===== src/rtl/core/dual_key_debounce_press_classifier_unit_defines.svh =====
// Assertion macros shared by the classifier RTL.
`ifndef DUAL_KEY_DEBOUNCE_PRESS_CLASSIFIER_UNIT_DEFINES_SVH
`define DUAL_KEY_DEBOUNCE_PRESS_CLASSIFIER_UNIT_DEFINES_SVH

// Same-cycle implication, disabled during reset.
`define DKPC_ASSERT_SAME(label, clk, rst, ante, cons) \
   label: assert property (@(posedge clk) disable iff (rst) (ante) |-> (cons)) \
      else $error("dkpc assertion failed");

// Next-cycle implication, disabled during reset.
`define DKPC_ASSERT_NEXT(label, clk, rst, ante, cons) \
   label: assert property (@(posedge clk) disable iff (rst) (ante) |=> (cons)) \
      else $error("dkpc assertion failed");

`endif


===== src/rtl/core/dkpc_pkg.sv =====
package dkpc_pkg;

   localparam int CSR_INDEX_WIDTH = 2;
   localparam int CSR_DATA_WIDTH  = 16;

   localparam logic [CSR_INDEX_WIDTH-1:0] CSR_DEBOUNCE_COUNT = 2'd0;
   localparam logic [CSR_INDEX_WIDTH-1:0] CSR_SCAN_PERIOD_MS = 2'd1;
   localparam logic [CSR_INDEX_WIDTH-1:0] CSR_LONG_PRESS_MS  = 2'd2;

   localparam logic [7:0]  DEBOUNCE_COUNT_RESET = 8'd3;
   localparam logic [9:0]  SCAN_PERIOD_MS_RESET = 10'd10;
   localparam logic [15:0] LONG_PRESS_MS_RESET  = 16'd1000;

   typedef enum logic [1:0] {
      PHASE_IDLE            = 2'd0,
      PHASE_PRESS_CONFIRM   = 2'd1,
      PHASE_PRESSED         = 2'd2,
      PHASE_RELEASE_CONFIRM = 2'd3
   } key_phase_type;

   typedef enum logic [2:0] {
      EVENT_NONE         = 3'd0,
      EVENT_KEY_ONE_SHORT = 3'd1,
      EVENT_KEY_TWO_LONG = 3'd2,
      EVENT_KEY_TWO_RELEASED = 3'd3,
      EVENT_KEY_TWO_HELD = 3'd4
   } key_event_type;

   typedef struct packed {
      key_phase_type phase;
      logic [7:0]    confirm_count;
      logic [15:0]   press_time;
      logic          long_reported;
      logic          previous_level;
   } key_state_type;

   typedef struct packed {
      logic [7:0]  debounce_count;
      logic [9:0]  scan_period_ms;
      logic [15:0] long_press_ms;
   } key_config_type;

   typedef struct packed {
      key_state_type state;
      key_event_type key_event;
   } key_result_type;

   localparam key_state_type KEY_STATE_RESET = '{
      phase:          PHASE_IDLE,
      confirm_count:  8'd0,
      press_time:     16'd0,
      long_reported:  1'b0,
      previous_level: 1'b1
   };

   // One scan tick of one key's debounce machine.
   function automatic key_result_type key_step(input key_state_type cur,
                                               input logic level,
                                               input logic is_key_two,
                                               input key_config_type cfg);
      key_result_type res;
      logic [7:0]     bumped;
      logic [16:0]    sum;
      logic [15:0]    new_time;
      logic           confirmed;
      res.state     = cur;
      res.key_event = EVENT_NONE;
      bumped    = (cur.confirm_count == 8'hFF) ? 8'hFF : cur.confirm_count + 8'd1;
      confirmed = (bumped >= cfg.debounce_count);
      sum       = {1'b0, cur.press_time} + {7'd0, cfg.scan_period_ms};
      new_time  = sum[16] ? 16'hFFFF : sum[15:0];
      case (cur.phase)
         PHASE_IDLE: begin
            if (!level && cur.previous_level) begin
               res.state.phase         = PHASE_PRESS_CONFIRM;
               res.state.confirm_count = 8'd0;
            end
         end
         PHASE_PRESS_CONFIRM: begin
            if (!level) begin
               res.state.confirm_count = bumped;
               if (confirmed) begin
                  res.state.phase         = PHASE_PRESSED;
                  res.state.press_time    = 16'd0;
                  res.state.long_reported = 1'b0;
               end
            end else begin
               res.state.phase = PHASE_IDLE;
            end
         end
         PHASE_PRESSED: begin
            if (!level) begin
               res.state.press_time = new_time;
               if (!cur.long_reported && (new_time >= cfg.long_press_ms)) begin
                  res.state.long_reported = 1'b1;
                  if (is_key_two) begin
                     res.key_event = EVENT_KEY_TWO_LONG;
                  end
               end
            end else begin
               res.state.phase         = PHASE_RELEASE_CONFIRM;
               res.state.confirm_count = 8'd0;
            end
         end
         PHASE_RELEASE_CONFIRM: begin
            if (level) begin
               res.state.confirm_count = bumped;
               if (confirmed) begin
                  res.state.phase = PHASE_IDLE;
                  if (is_key_two) begin
                     res.key_event = EVENT_KEY_TWO_RELEASED;
                  end else if (cur.press_time < cfg.long_press_ms) begin
                     res.key_event = EVENT_KEY_ONE_SHORT;
                  end
               end
            end else begin
               res.state.phase = PHASE_PRESSED;
            end
         end
         default: begin
            res.state.phase = PHASE_IDLE;
         end
      endcase
      res.state.previous_level = level;
      return res;
   endfunction

endpackage


===== src/rtl/core/dual_key_debounce_press_classifier_unit.sv =====
// Path: a beat accepted on req passes the input register and then the result
// register, which drives rsp_valid; a stall on rsp can hold it in either one.
// Throughput: one scan tick per cycle unless rsp_stall holds the result; the
// input and result registers let a new beat enter while a finished result waits.
// Reset (synchronous, active high) puts both keys in idle with released levels
// and loads the register defaults: debounce 3, scan period 10 ms, long 1000 ms.
`include "dual_key_debounce_press_classifier_unit_defines.svh"

module dual_key_debounce_press_classifier_unit
   import dkpc_pkg::*;
(
   input  logic                       clock,
   input  logic                       reset,
   // Scan tick input channel.
   input  logic                       req_valid,
   output logic                       req_stall,
   input  logic                       req_key_one_level,
   input  logic                       req_key_two_level,
   // Event result channel.
   output logic                       rsp_valid,
   input  logic                       rsp_stall,
   output logic [2:0]                 rsp_key_event,
   // Register write port.
   input  logic                       csr_write_enable,
   input  logic [CSR_INDEX_WIDTH-1:0] csr_index,
   input  logic [CSR_DATA_WIDTH-1:0]  csr_write_data
);

   // Configuration registers. The user must change them only while the block is
   // idle, which the block does not enforce; the key logic reads them directly.
   key_config_type cfg_ff;

   always_ff @(posedge clock) begin
      if (reset) begin
         cfg_ff.debounce_count <= DEBOUNCE_COUNT_RESET;
         cfg_ff.scan_period_ms <= SCAN_PERIOD_MS_RESET;
         cfg_ff.long_press_ms  <= LONG_PRESS_MS_RESET;
      end else if (csr_write_enable) begin
         case (csr_index)
            CSR_DEBOUNCE_COUNT: cfg_ff.debounce_count <= csr_write_data[7:0];
            CSR_SCAN_PERIOD_MS: cfg_ff.scan_period_ms <= csr_write_data[9:0];
            CSR_LONG_PRESS_MS:  cfg_ff.long_press_ms  <= csr_write_data[15:0];
            default: begin
               // Writes to unused indexes are dropped.
            end
         endcase
      end
   end

   // Input register. The tick sitting here is processed and written into the
   // result register in the cycle that register is free or being drained.
   logic in_valid_ff;
   logic in_key_one_ff;
   logic in_key_two_ff;
   logic rsp_valid_ff;
   logic [2:0] rsp_key_event_ff;
   logic advance;

   assign advance   = !rsp_valid_ff || !rsp_stall;
   assign req_stall = in_valid_ff && !advance;

   always_ff @(posedge clock) begin
      if (reset) begin
         in_valid_ff <= 1'b0;
      end else if (!req_stall) begin
         in_valid_ff <= req_valid;
      end
   end

   always_ff @(posedge clock) begin
      if (req_valid && !req_stall) begin
         in_key_one_ff <= req_key_one_level;
         in_key_two_ff <= req_key_two_level;
      end
   end

   // Per-key machine state; index 0 is key one, index 1 is key two.
   key_state_type  key_ff [2];
   key_state_type  key_in [2];
   key_result_type key_one_res;
   key_result_type key_two_res;
   key_event_type  tick_event;
   logic           commit;

   assign commit = in_valid_ff && advance;

   // Both keys step in parallel; the priority rule then picks what commits.
   always_comb begin
      key_one_res = key_step(key_ff[0], in_key_one_ff, 1'b0, cfg_ff);
      key_two_res = key_step(key_ff[1], in_key_two_ff, 1'b1, cfg_ff);
   end

   // Next state: when key one reports an event, key two is not processed at
   // all on this tick, so its state (including its previous level) holds.
   always_comb begin
      key_in[0] = key_ff[0];
      key_in[1] = key_ff[1];
      if (commit) begin
         key_in[0] = key_one_res.state;
         if (key_one_res.key_event == EVENT_NONE) begin
            key_in[1] = key_two_res.state;
         end
      end
   end

   // Tick result: key one first, then key two, then the held report.
   always_comb begin
      if (key_one_res.key_event != EVENT_NONE) begin
         tick_event = key_one_res.key_event;
      end else if (key_two_res.key_event != EVENT_NONE) begin
         tick_event = key_two_res.key_event;
      end else if (key_two_res.state.phase == PHASE_PRESSED) begin
         tick_event = EVENT_KEY_TWO_HELD;
      end else begin
         tick_event = EVENT_NONE;
      end
   end

   always_ff @(posedge clock) begin
      if (reset) begin
         key_ff[0] <= KEY_STATE_RESET;
         key_ff[1] <= KEY_STATE_RESET;
      end else begin
         key_ff[0] <= key_in[0];
         key_ff[1] <= key_in[1];
      end
   end

   // Result register.
   always_ff @(posedge clock) begin
      if (reset) begin
         rsp_valid_ff <= 1'b0;
      end else if (advance) begin
         rsp_valid_ff <= in_valid_ff;
      end
   end

   always_ff @(posedge clock) begin
      if (commit) begin
         rsp_key_event_ff <= tick_event;
      end
   end

   assign rsp_valid     = rsp_valid_ff;
   assign rsp_key_event = rsp_key_event_ff;

   // A committed tick always lands in the result register.
   `DKPC_ASSERT_NEXT(a_commit_fills_rsp, clock, reset, commit, rsp_valid_ff)
   // Key two keeps its state on a tick where key one reported an event.
   `DKPC_ASSERT_NEXT(a_key_two_skipped, clock, reset,
      commit && (key_one_res.key_event != EVENT_NONE), $stable(key_ff[1]))
   // Key machines only move when a tick commits.
   `DKPC_ASSERT_NEXT(a_state_holds_idle, clock, reset,
      !commit, $stable(key_ff[0]) && $stable(key_ff[1]))

endmodule

===== config.mk =====
export PLATFORM = sky130hd
export DESIGN_NAME = dual_key_debounce_press_classifier_unit
export DESIGN_NICKNAME = d
export VERILOG_FILES = /design/src/rtl/core/dkpc_pkg.sv /design/src/rtl/core/dual_key_debounce_press_classifier_unit.sv
export VERILOG_INCLUDE_DIRS = /design/src /design/src/rtl/core
export SDC_FILE = /design/constraint.sdc
export NUM_CORES = 1
export LEC_CHECK = 0
export BUFFER_PORTS_ARGS = -buffer_cell sky130_fd_sc_hd__buf_2
export CORE_MARGIN = 2
export CORE_UTILIZATION = 55
export DETAILED_ROUTE_END_ITERATION = 16
export GPL_TIMING_DRIVEN = 1
export PLACE_DENSITY = 0.71
export SYNTH_ARGS = -nofsm -noshare
export SYNTH_HDL_FRONTEND = slang
export SYNTH_SLANG_ARGS = --single-unit

===== constraint.sdc =====
create_clock -name clock -period 3.6 [get_ports clock]
set_clock_uncertainty 0.1 [all_clocks]
set_input_delay 0.72 -clock clock [delete_from_list [all_inputs] [get_ports clock]]
set_output_delay 0.72 -clock clock [all_outputs]
set_load 0.03 [all_outputs]

# Word-level counts from Yosys, hierarchy flattened
# Memory sizes are Yosys's and may differ from the RTL's.
# Cells that the tools add are included.
dict set report totals {
  register_bits 41
  ram_bits 56
  out_inout_bits 5
  elab_cells 105
  mem_count 1
}
# name depth word_bits rd rd_ports_with_merged_regs write_ports line_no
set memory_table {}
lappend memory_table {key_ff 2 28 2 0 2 dual_key_debounce_press_classifier_unit.sv:78} ;# key_state_type key_ff [2];
dict set report classes {
  add_sub_neg 4
  n_lt_le_gt_ge 5
  eq_ne 11
  n_mux 49
  bitwise_logic 2
  n_reduce_logical 25
}
# op n
set ops {}
lappend ops {{$mux W28} 3}
lappend ops {{$pmux W10 S4} 2}
lappend ops {{$mux W17} 4}
lappend ops {{$pmux W17 S2} 2}
lappend ops {{$mux W56} 1}
lappend ops {{$mux W25} 2}
lappend ops {{$mux W10} 4}
lappend ops {{$add A16 B10 Y17} 2}
lappend ops {{$ge A16 B16 Y1} 2}
lappend ops {{$mux W16} 2}
lappend ops {{$mux W8} 4}
lappend ops {{$mux W2} 12}
lappend ops {{$add A8 B1 Y8 const B} 2}
lappend ops {{$eq A8 B8 Y1 const B} 2}
lappend ops {{$ge A8 B8 Y1} 2}
lappend ops {{$lt A16 B16 Y1} 1}
lappend ops {{$eq A2 B2 Y1 const B} 6}
lappend ops {{$mux W1} 9}
lappend ops {{$mux W3} 3}
lappend ops {{$logic_not A1 Y1} 8}
lappend ops {{$logic_and A1 B1 Y1} 7}
lappend ops {{$eq A2 B1 Y1 const B} 3}
lappend ops {{$logic_not A2 Y1} 3}
lappend ops {{$reduce_and A2 Y1} 3}
lappend ops {{other kinds (5)} 7}

# Logic depth before layout (Yosys ltp)
# Gate-level depths: netlist of the first run.
# An unclocked memory read counts as a cell.
dict set report logic_depth {
  depth_word 11
  depth_mapped 17
  ltp_nobuf 16
}

# Worst setup path before layout of the first run
# Ideal clock, no wire load.
dict set report synth_timing {
  path_type {reg-to-reg}
  from {register cfg_ff[16] (netlist name)}
  to {register rsp_key_event_ff[2] (netlist: rsp_key_event[2]) (data pin)}
  t_arrival_ps 3655
  required_time_ps 3366
  path_slack_ps -289
  stages_incl_launch_ff 18
  n_path_buf 1
  synth_period_minus_slack_ps 3889
  cell_sequence {dfxtp_1 ha_1 fa_1 a21oi_2 o211ai_2 o41a_1 a31oi_4 or2_1 buf_4 o21ai_1 ha_1 and4_1 a2111oi_0 o21ai_0 a21oi_1 o21ai_0 a21oi_1 and4b_1}
}
dict set report synth_via {
  elab_chain_len 10
}
# element line_no
set synth_lines {}
lappend synth_lines {{from (decl)} dual_key_debounce_press_classifier_unit.sv:31} ;# key_config_type cfg_ff;
lappend synth_lines {{$add A16 B10 Y17} dkpc_pkg.sv:70} ;# sum = {1'b0, cur.press_time} + {7'd0, cfg.scan_period_ms};
lappend synth_lines {{$mux W16} dkpc_pkg.sv:71} ;# new_time = sum[16] ? 16'hFFFF : sum[15:0];
lappend synth_lines {{$ge A16 B16 Y1} dkpc_pkg.sv:94} ;# if (!cur.long_reported && (new_time >= cfg.long_press_ms)) begin
lappend synth_lines {{$logic_and A1 B1 Y1} dkpc_pkg.sv:94}
lappend synth_lines {{$mux W2} dkpc_pkg.sv:94}
lappend synth_lines {{$mux W2} dkpc_pkg.sv:92} ;# if (!level) begin
lappend synth_lines {{$pmux W2 S2} dkpc_pkg.sv:72} ;# case (cur.phase)
lappend synth_lines {{$reduce_bool A3 Y1} dual_key_debounce_press_classifier_unit.sv:110} ;# end else if (key_two_res.key_event != EVENT_NONE) begin
lappend synth_lines {{$mux W3} dual_key_debounce_press_classifier_unit.sv:110}
lappend synth_lines {{$mux W3} dual_key_debounce_press_classifier_unit.sv:108} ;# if (key_one_res.key_event != EVENT_NONE) begin
lappend synth_lines {{to (signal assigned)} dual_key_debounce_press_classifier_unit.sv:140} ;# rsp_key_event_ff <= tick_event;
lappend synth_lines {{to (decl)} dual_key_debounce_press_classifier_unit.sv:56} ;# logic [2:0] rsp_key_event_ff;
# Every way passes these cells.
# A chain may end at the register's enable or synchronous reset.

==> impl_metrics.json, run 1 <==
{
  "num_vias": 5863,
  "setup_viol": 2,
  "layout_setup_ws_ps": -126.0,
  "synthTopCellsByArea": "dfxtp_1 (29%), ha_1 (15%), nand2_1 (7.7%)",
  "postSynth.asyncResetShare_pct": 0,
  "drive_gt1_share_pct": 16.41,
  "ys_seq_elements": 96,
  "grtUsageTotal_pct": 27.75,
  "grt_pass1_wl_mm": 27.89,
  "drtAntennaViolNets": 0,
  "violations": "negative setup slack",
  "path_cells": "ha_4 > fa_2 > a21oi_4 > o211ai_2 > o41a_1 > a31oi_4 > buf_4 > buf_4 > mux2_4 > ha_4 > nand4_1 > nor2_1 > a21oi_1 > o21ai_1 > a21oi_1 > and4b_1",
  "fillCellCount": 952,
  "grt_max_degree": 43,
  "synth_edf_count": 5,
  "total_power_mw": 2.388,
  "synth_most_common_cell": "nand2_1",
  "period_minus_slack_ps": 3726,
  "cts_buffers": 9,
  "cp.arrival_ps": 3720,
  "holdWs_ps": 357.4,
  "grt_pass1_vias": 5706,
  "synth_top_family_by_area": "compound AO/OA/AOI/OAI gates",
  "slowest_delay_ps": 380,
  "clk-insertion-delay-late_ps": 340,
  "place_hpwl_mm": 13.11,
  "ctsRootBufferMaster": "clkbuf_16",
  "slew_violations": 0,
  "synthSimpleGateAreaFrac_pct": 21.33,
  "cts_buffer_depth": 2,
  "power.leakage_nw": 3.339,
  "start_util_pct": 55.70,
  "place_area_sq_um": 6859,
  "coreArea_sq_um": 11320,
  "synth_top_area_share_pct": 28.89,
  "synth_compound_area_share_pct": 22.80,
  "synth_nets": 884,
  "drt_iter0_drc": 440,
  "cts_tree": "done",
  "viasPerCell": 5.887,
  "port_buffers": 29,
  "rsz0062_at_grt": "true",
  "h-tree-depth": 3,
  "end_kind": "flip-flop",
  "synth_ff_type": "dfxtp_1",
  "ys_warn_count": 0,
  "required_ps": 3590,
  "antenna_cells": 0,
  "grt_overflow_total": 0,
  "drc_errors": 0,
  "pin_count": 30,
  "stdcell_area_sq_um": 7387,
  "regArea_sq_um": 1974,
  "hold_class": "reg -> reg",
  "max_freq_ghz": 0.2684,
  "irDropWorstVdd_mv": 0.1959,
  "ys_seq_area_share_pct": 31.27,
  "synthXorXnorAreaFrac_pct": 2.222,
  "synth_area_leader_cell": "dfxtp_1",
  "worst_pin_slew_ps": 839.6,
  "multi_input_area_sq_um": 4217,
  "cts.sink_count": 96,
  "syn_inst": 780,
  "synth_fa_ha_area_share_pct": 15.91,
  "power_density_nw_per_um2": 323.3,
  "critPathMaxFanout": 4,
  "finalSetupTns_ps": -166.6,
  "status": "complete, but fails checks",
  "critPathKind": "reg -> reg",
  "final_nets": 952,
  "area_delta_synth_final_pct": 17.14,
  "dr.pass1.iters": 5,
  "dieArea_sq_um": 12340,
  "synth_area_sq_um": 6306,
  "crit_slowest_cell": "o41a_1",
  "avgSynthCellArea_sq_um": 8.085,
  "muxShareOfSynthArea_pct": 2.242,
  "synth.top_cells.by_count": "nand2_1 (130), dfxtp_1 (91), nor2_1 (78), ha_1 (77), a21oi_1 (70)",
  "path_clk_slew_ps": 70,
  "yosys.cell_types.count": 71,
  "die_w_um": 111.1,
  "final_core_util_pct": 65.25,
  "core.rowCount": 39,
  "cp-start-kind": "flip-flop",
  "wirelength_mm": 17.02,
  "routabilityCongestion": 0.9261,
  "wire_per_inst_um": 17.09,
  "antenna_found_initial": 0,
  "slew_headroom_pct": 43.60,
  "hold_violations": 0,
  "maxCapViolCount": 0,
  "period_share_pct": 103.5,
  "die_y_um": 111.1
}
==> repair_timing <==
action,4_1_cts,5_1_grt
gates resized for setup,13,9
setup endpoints to repair,12,36
buffers inserted,7,5
hold buffers,0,0
hold endpoints to repair,0,0
pin swaps,19,7
==> state kept, by name (all words and copies together) (netlist names), named ones only <==
register       cells
cfg_ff            34
in_key_one_ff      1
in_key_two_ff      1
in_valid_ff        1
key_ff            54
rsp_key_event      3
rsp_valid          1
==> routing by layer <==
metal / track usage (%) / wire, um / part of all wire [%]
met5: 0 / 0 / 0
met4: 12.02 / 597 / 3.5
met3: 2.843 / 966 / 5.7
met2: 47.24 / 8220 / 48
met1: 35.92 / 7238 / 43
==> cell usage in the layout, fill, tap and decap left out, types with 6 or more instances in the layout <==
cell type  count
nand2_1      127
dfxtp_1       89
nor2_1        77
ha_1          70
a21oi_1       68
buf_4         48
inv_1         41
buf_2         29
o21ai_0       25
nand3_1       19
nor3_1        15
a21o_1        11
a22o_1        11
clkbuf_16     11
xnor2_1       10
mux2i_1       10
o21a_1         9
a211oi_1       9
o211ai_1       9
nand2b_1       8
a31oi_1        8
a22oi_1        8
o21ai_1        7
and3_1         6
xor2_1         6
ha_4           6
==> cells by family (layout without fill, tap and decap cells) <==
kind of cell    after synthesis  count (layout)
compound gates              213             213
xor+xnor                     16              16
flops                        96              96
simple gates                300             300
fa+ha+maj                    79              79
mux                          13              13
buf+inv                      63             136
==> worst max-delay path: cells and delay by family (launching register included) <==
family,cells,cell delay (ps)
AND/OR/NAND/NOR,3,440
AO/OA/AOI/OAI,7,1210
flip-flops,1,340
buffers and inverters,2,260
multiplexers,1,320
adder cells (fa/ha/maj),3,800
==> worst paths after layout <==
kind,from,slack [ps],to,cells after the start
setup reg to reg,key_ff[0][30],-130,rsp_key_event[2],16
hold / removal,cfg_ff[12],360,cfg_ff[12],2
hold reg to reg,cfg_ff[12],360,cfg_ff[12],2
setup / recovery,key_ff[0][30],-130,rsp_key_event[2],16
==> per-stage QoR <==
step,std cells,worst slack [ps]
2_1_floorplan,780,-81.13
3_3_place_gp,968,-301.7
6_report,996,-126.0
4_1_cts,991,-115.9
3_5_place_dp,968,-353.7
5_1_grt,996,-296.7
==> power breakdown <==
group,switching [mW],leakage [nW],internal (mW)
combinational,0.147,2.39,0.0904
sequential,0.0149,0.786,1.09
clock,0.418,0.160,0.626
total,0.581,3.34,1.81
==> cell type report <==
cell class,instances,area share (%)
multi-input cells,621,57.08
flip-flops and latches,96,26.73
repair buffers,79,7.266
clock buffers,13,3.828
well taps,143,2.422
inverters,41,2.083
clock inverters,3,0.5928
Note: power is estimated with default switching activity, not from simulation.
==> run 2: changes to the inputs <==
--- a/config.mk
+++ b/config.mk
@@ -7,11 +7,11 @@
 export NUM_CORES = 1
 export LEC_CHECK = 0
 export BUFFER_PORTS_ARGS = -buffer_cell sky130_fd_sc_hd__buf_2
-export CORE_MARGIN = 2
 export CORE_UTILIZATION = 55
+export CTS_CLUSTER_DIAMETER = 30
 export DETAILED_ROUTE_END_ITERATION = 16
 export GPL_TIMING_DRIVEN = 1
-export PLACE_DENSITY = 0.71
+export PLACE_DENSITY = 0.75
 export SYNTH_ARGS = -nofsm -noshare
 export SYNTH_HDL_FRONTEND = slang
 export SYNTH_SLANG_ARGS = --single-unit
==> run 2 against run 1 <==
The run still ends with negative setup slack left; via count increased by 1.0%; setup slack worse by 7.8 ps; non-clock buffer count fell by 8; count of clock-buffer cells in the layout fell by 4; utilization is 1.1 points higher.
==> impl_metrics.json, run 2 (synthesis gave the netlist of run 1 again) <==
{
  "timing.rr.start": "key_ff[0][30]",
  "cts_buffer_depth": 2,
  "ctsRootBufferMaster": "clkbuf_16",
  "pwr-share-seq_pct": 47.4,
  "period_share_pct": 103.7,
  "place_hpwl_mm": 12.47,
  "irDropWorstVdd_mv": 0.3231,
  "min_to": "cfg_ff[15]",
  "period_minus_slack_ps": 3734,
  "die_y_um": 109.1,
  "drc_errors": 0,
  "critPathMaxFanout": 4,
  "final_nets": 945,
  "p_comb_share_pct": 9.9,
  "p_sw_uw": 611.7,
  "slew_violations": 0,
  "wirelength_mm": 16.72,
  "r2r_end": "rsp_key_event[2]",
  "grtUsageTotal_pct": 29.09,
  "place_ws_ps": -332.4,
  "drtAntennaViolNets": 0,
  "grt_pass1_vias": 5628,
  "routabilityCongestion": 0.8860,
  "regMostFlops": "key_ff",
  "cts_tree": "done",
  "num_vias": 5923,
  "start_util_pct": 57.42,
  "worst_pin_slew_ps": 894.9,
  "drive_gt1_share_pct": 15.60,
  "antenna_cells": 0,
  "power_density_nw_per_um2": 320.7,
  "drt_iter0_drc": 456,
  "clockPowerShare_pct": 42.7,
  "maxCapViolCount": 0,
  "critPathKind": "reg -> reg",
  "hp-start": "cfg_ff[15]",
  "grt_pass1_wl_mm": 26.70,
  "area_delta_synth_final_pct": 15.54,
  "internal_power_mw": 1.725,
  "hold_depth": 2,
  "status": "complete, but fails checks",
  "path_clk_slew_ps": 70,
  "grt_max_degree": 33,
  "port_buffers": 29,
  "slew_headroom_pct": 39.88,
  "swShare_pct": 26.18,
  "setup_viol": 2,
  "final_common_cell": "nand2_1",
  "rsz0062_at_grt": "true",
  "dr.pass1.iters": 6,
  "coreArea_sq_um": 10980,
  "violations": "negative setup slack",
  "die_w_um": 109.1,
  "largest_reg_flops": 54,
  "grt_overflow_total": 0,
  "antenna_found_initial": 0,
  "finalSetupTns_ps": -238.8,
  "wire_per_inst_um": 16.96,
  "dieArea_sq_um": 11900,
  "clk-insertion-delay-late_ps": 360,
  "viasPerCell": 6.007,
  "hold_violations": 0,
  "mostFrequentLayoutCells": "nand2_1 (128), dfxtp_1 (88), nor2_1 (77)",
  "end_kind": "flip-flop",
  "cts_buffers": 9,
  "required_ps": 3730,
  "cts.sink_count": 96,
  "core.rowCount": 38,
  "power.leakage_nw": 3.292,
  "pin_count": 30,
  "h-tree-depth": 3,
  "rrSetupSlack_ps": -130,
  "r2r_cells": 16,
  "max_freq_ghz": 0.2678,
  "cp-start-kind": "flip-flop",
  "hold_class": "reg -> reg",
  "layout_setup_ws_ps": -133.7,
  "cp.arrival_ps": 3860
}
run 2: cell types whose count changed in the layout (fill, tap and decap cells not counted), sizes merged:
| cell | delta |
|---|---|
| buf | -8 |
| o2111a | +1 |
| inv | +3 |
| clkbuf | -4 |
| clkinvlp | +1 |
run 2: cell type report:
type | instances | area (sq um)
sequential | 96 | 1976
inverter | 41 | 153.9
clock buffer | 9 | 225.2
multi-input combinational | 622 | 4203
fill | 893 | 3697
clock inverter | 7 | 76.32
timing repair buffer | 71 | 476.7
tap | 140 | 175.2
run 2: layer usage:
layer / up-vias / track usage, % / part of all wire (%)
met2: 192 / 50.99 / 49
met4: 0 / 10.91 / 2.7
met1: 2769 / 34.69 / 43
met5: - / 0 / 0
li1: 2927 / - / -
met3: 35 / 6.037 / 5.9
run 2: power by group through the flow:
stage                     Sequential, mW  Combinational (mW)  Clock, mW
after floorplan                     1.13               0.139          0
after global placement              1.13               0.210          0
after detailed placement            1.13               0.217          0
after CTS                           1.11               0.221       1.01
after global routing                1.11               0.255       1.05
final                               1.11               0.232      0.998
run 2: worst max-delay path: stages (launching register included):
cell	delay, ps
dfxtp_2	330
ha_4	160
fa_2	370
a21oi_4	150
o211ai_2	120
o41a_1	380
a31oi_4	210
or2_4	190
o21ai_2	60
ha_1	340
and4_1	180
a2111oi_2	210
o21ai_1	150
a21oi_2	190
o21ai_2	110
a21oi_2	160
and4b_1	200
run 2: metrics by stage:
stage	cell area [sq um]	util [%]	hold slack (ps)	power [mW]	instances
floorplan	6354	-	335.2	1.270	780
finish	7286	66.34	361.3	2.336	986
detailed placement	6833	62.21	348.0	1.349	962
CTS	7197	65.53	358.3	2.340	982
global route	7286	66.34	378.2	2.414	986
global placement	6833	62.21	343.7	1.341	962
run 2: worst max-delay path by stage:
stage,slack (ps),from,endpoint,depth (start not counted)
finish,-130,key_ff[0][30],rsp_key_event[2],16
global route,-270,cfg_ff[16],rsp_key_event[2],16
CTS,-110,key_ff[0][30],rsp_key_event[2],16
detailed placement,-330,key_ff[0][30],rsp_key_event[2],16
global placement,-220,key_ff[0][30],rsp_key_event[2],16
floorplan,-80,cfg_ff[16],rsp_key_event[2],17
run 2: timing repair:
action / CTS / global route
hold buffers: 0 / 0
cloned: 0 / 1
pin swaps: 12 / 4
resized for setup: 6 / 14
endpoints found under the setup margin: 3 / 33
buffers inserted: 4 / 3
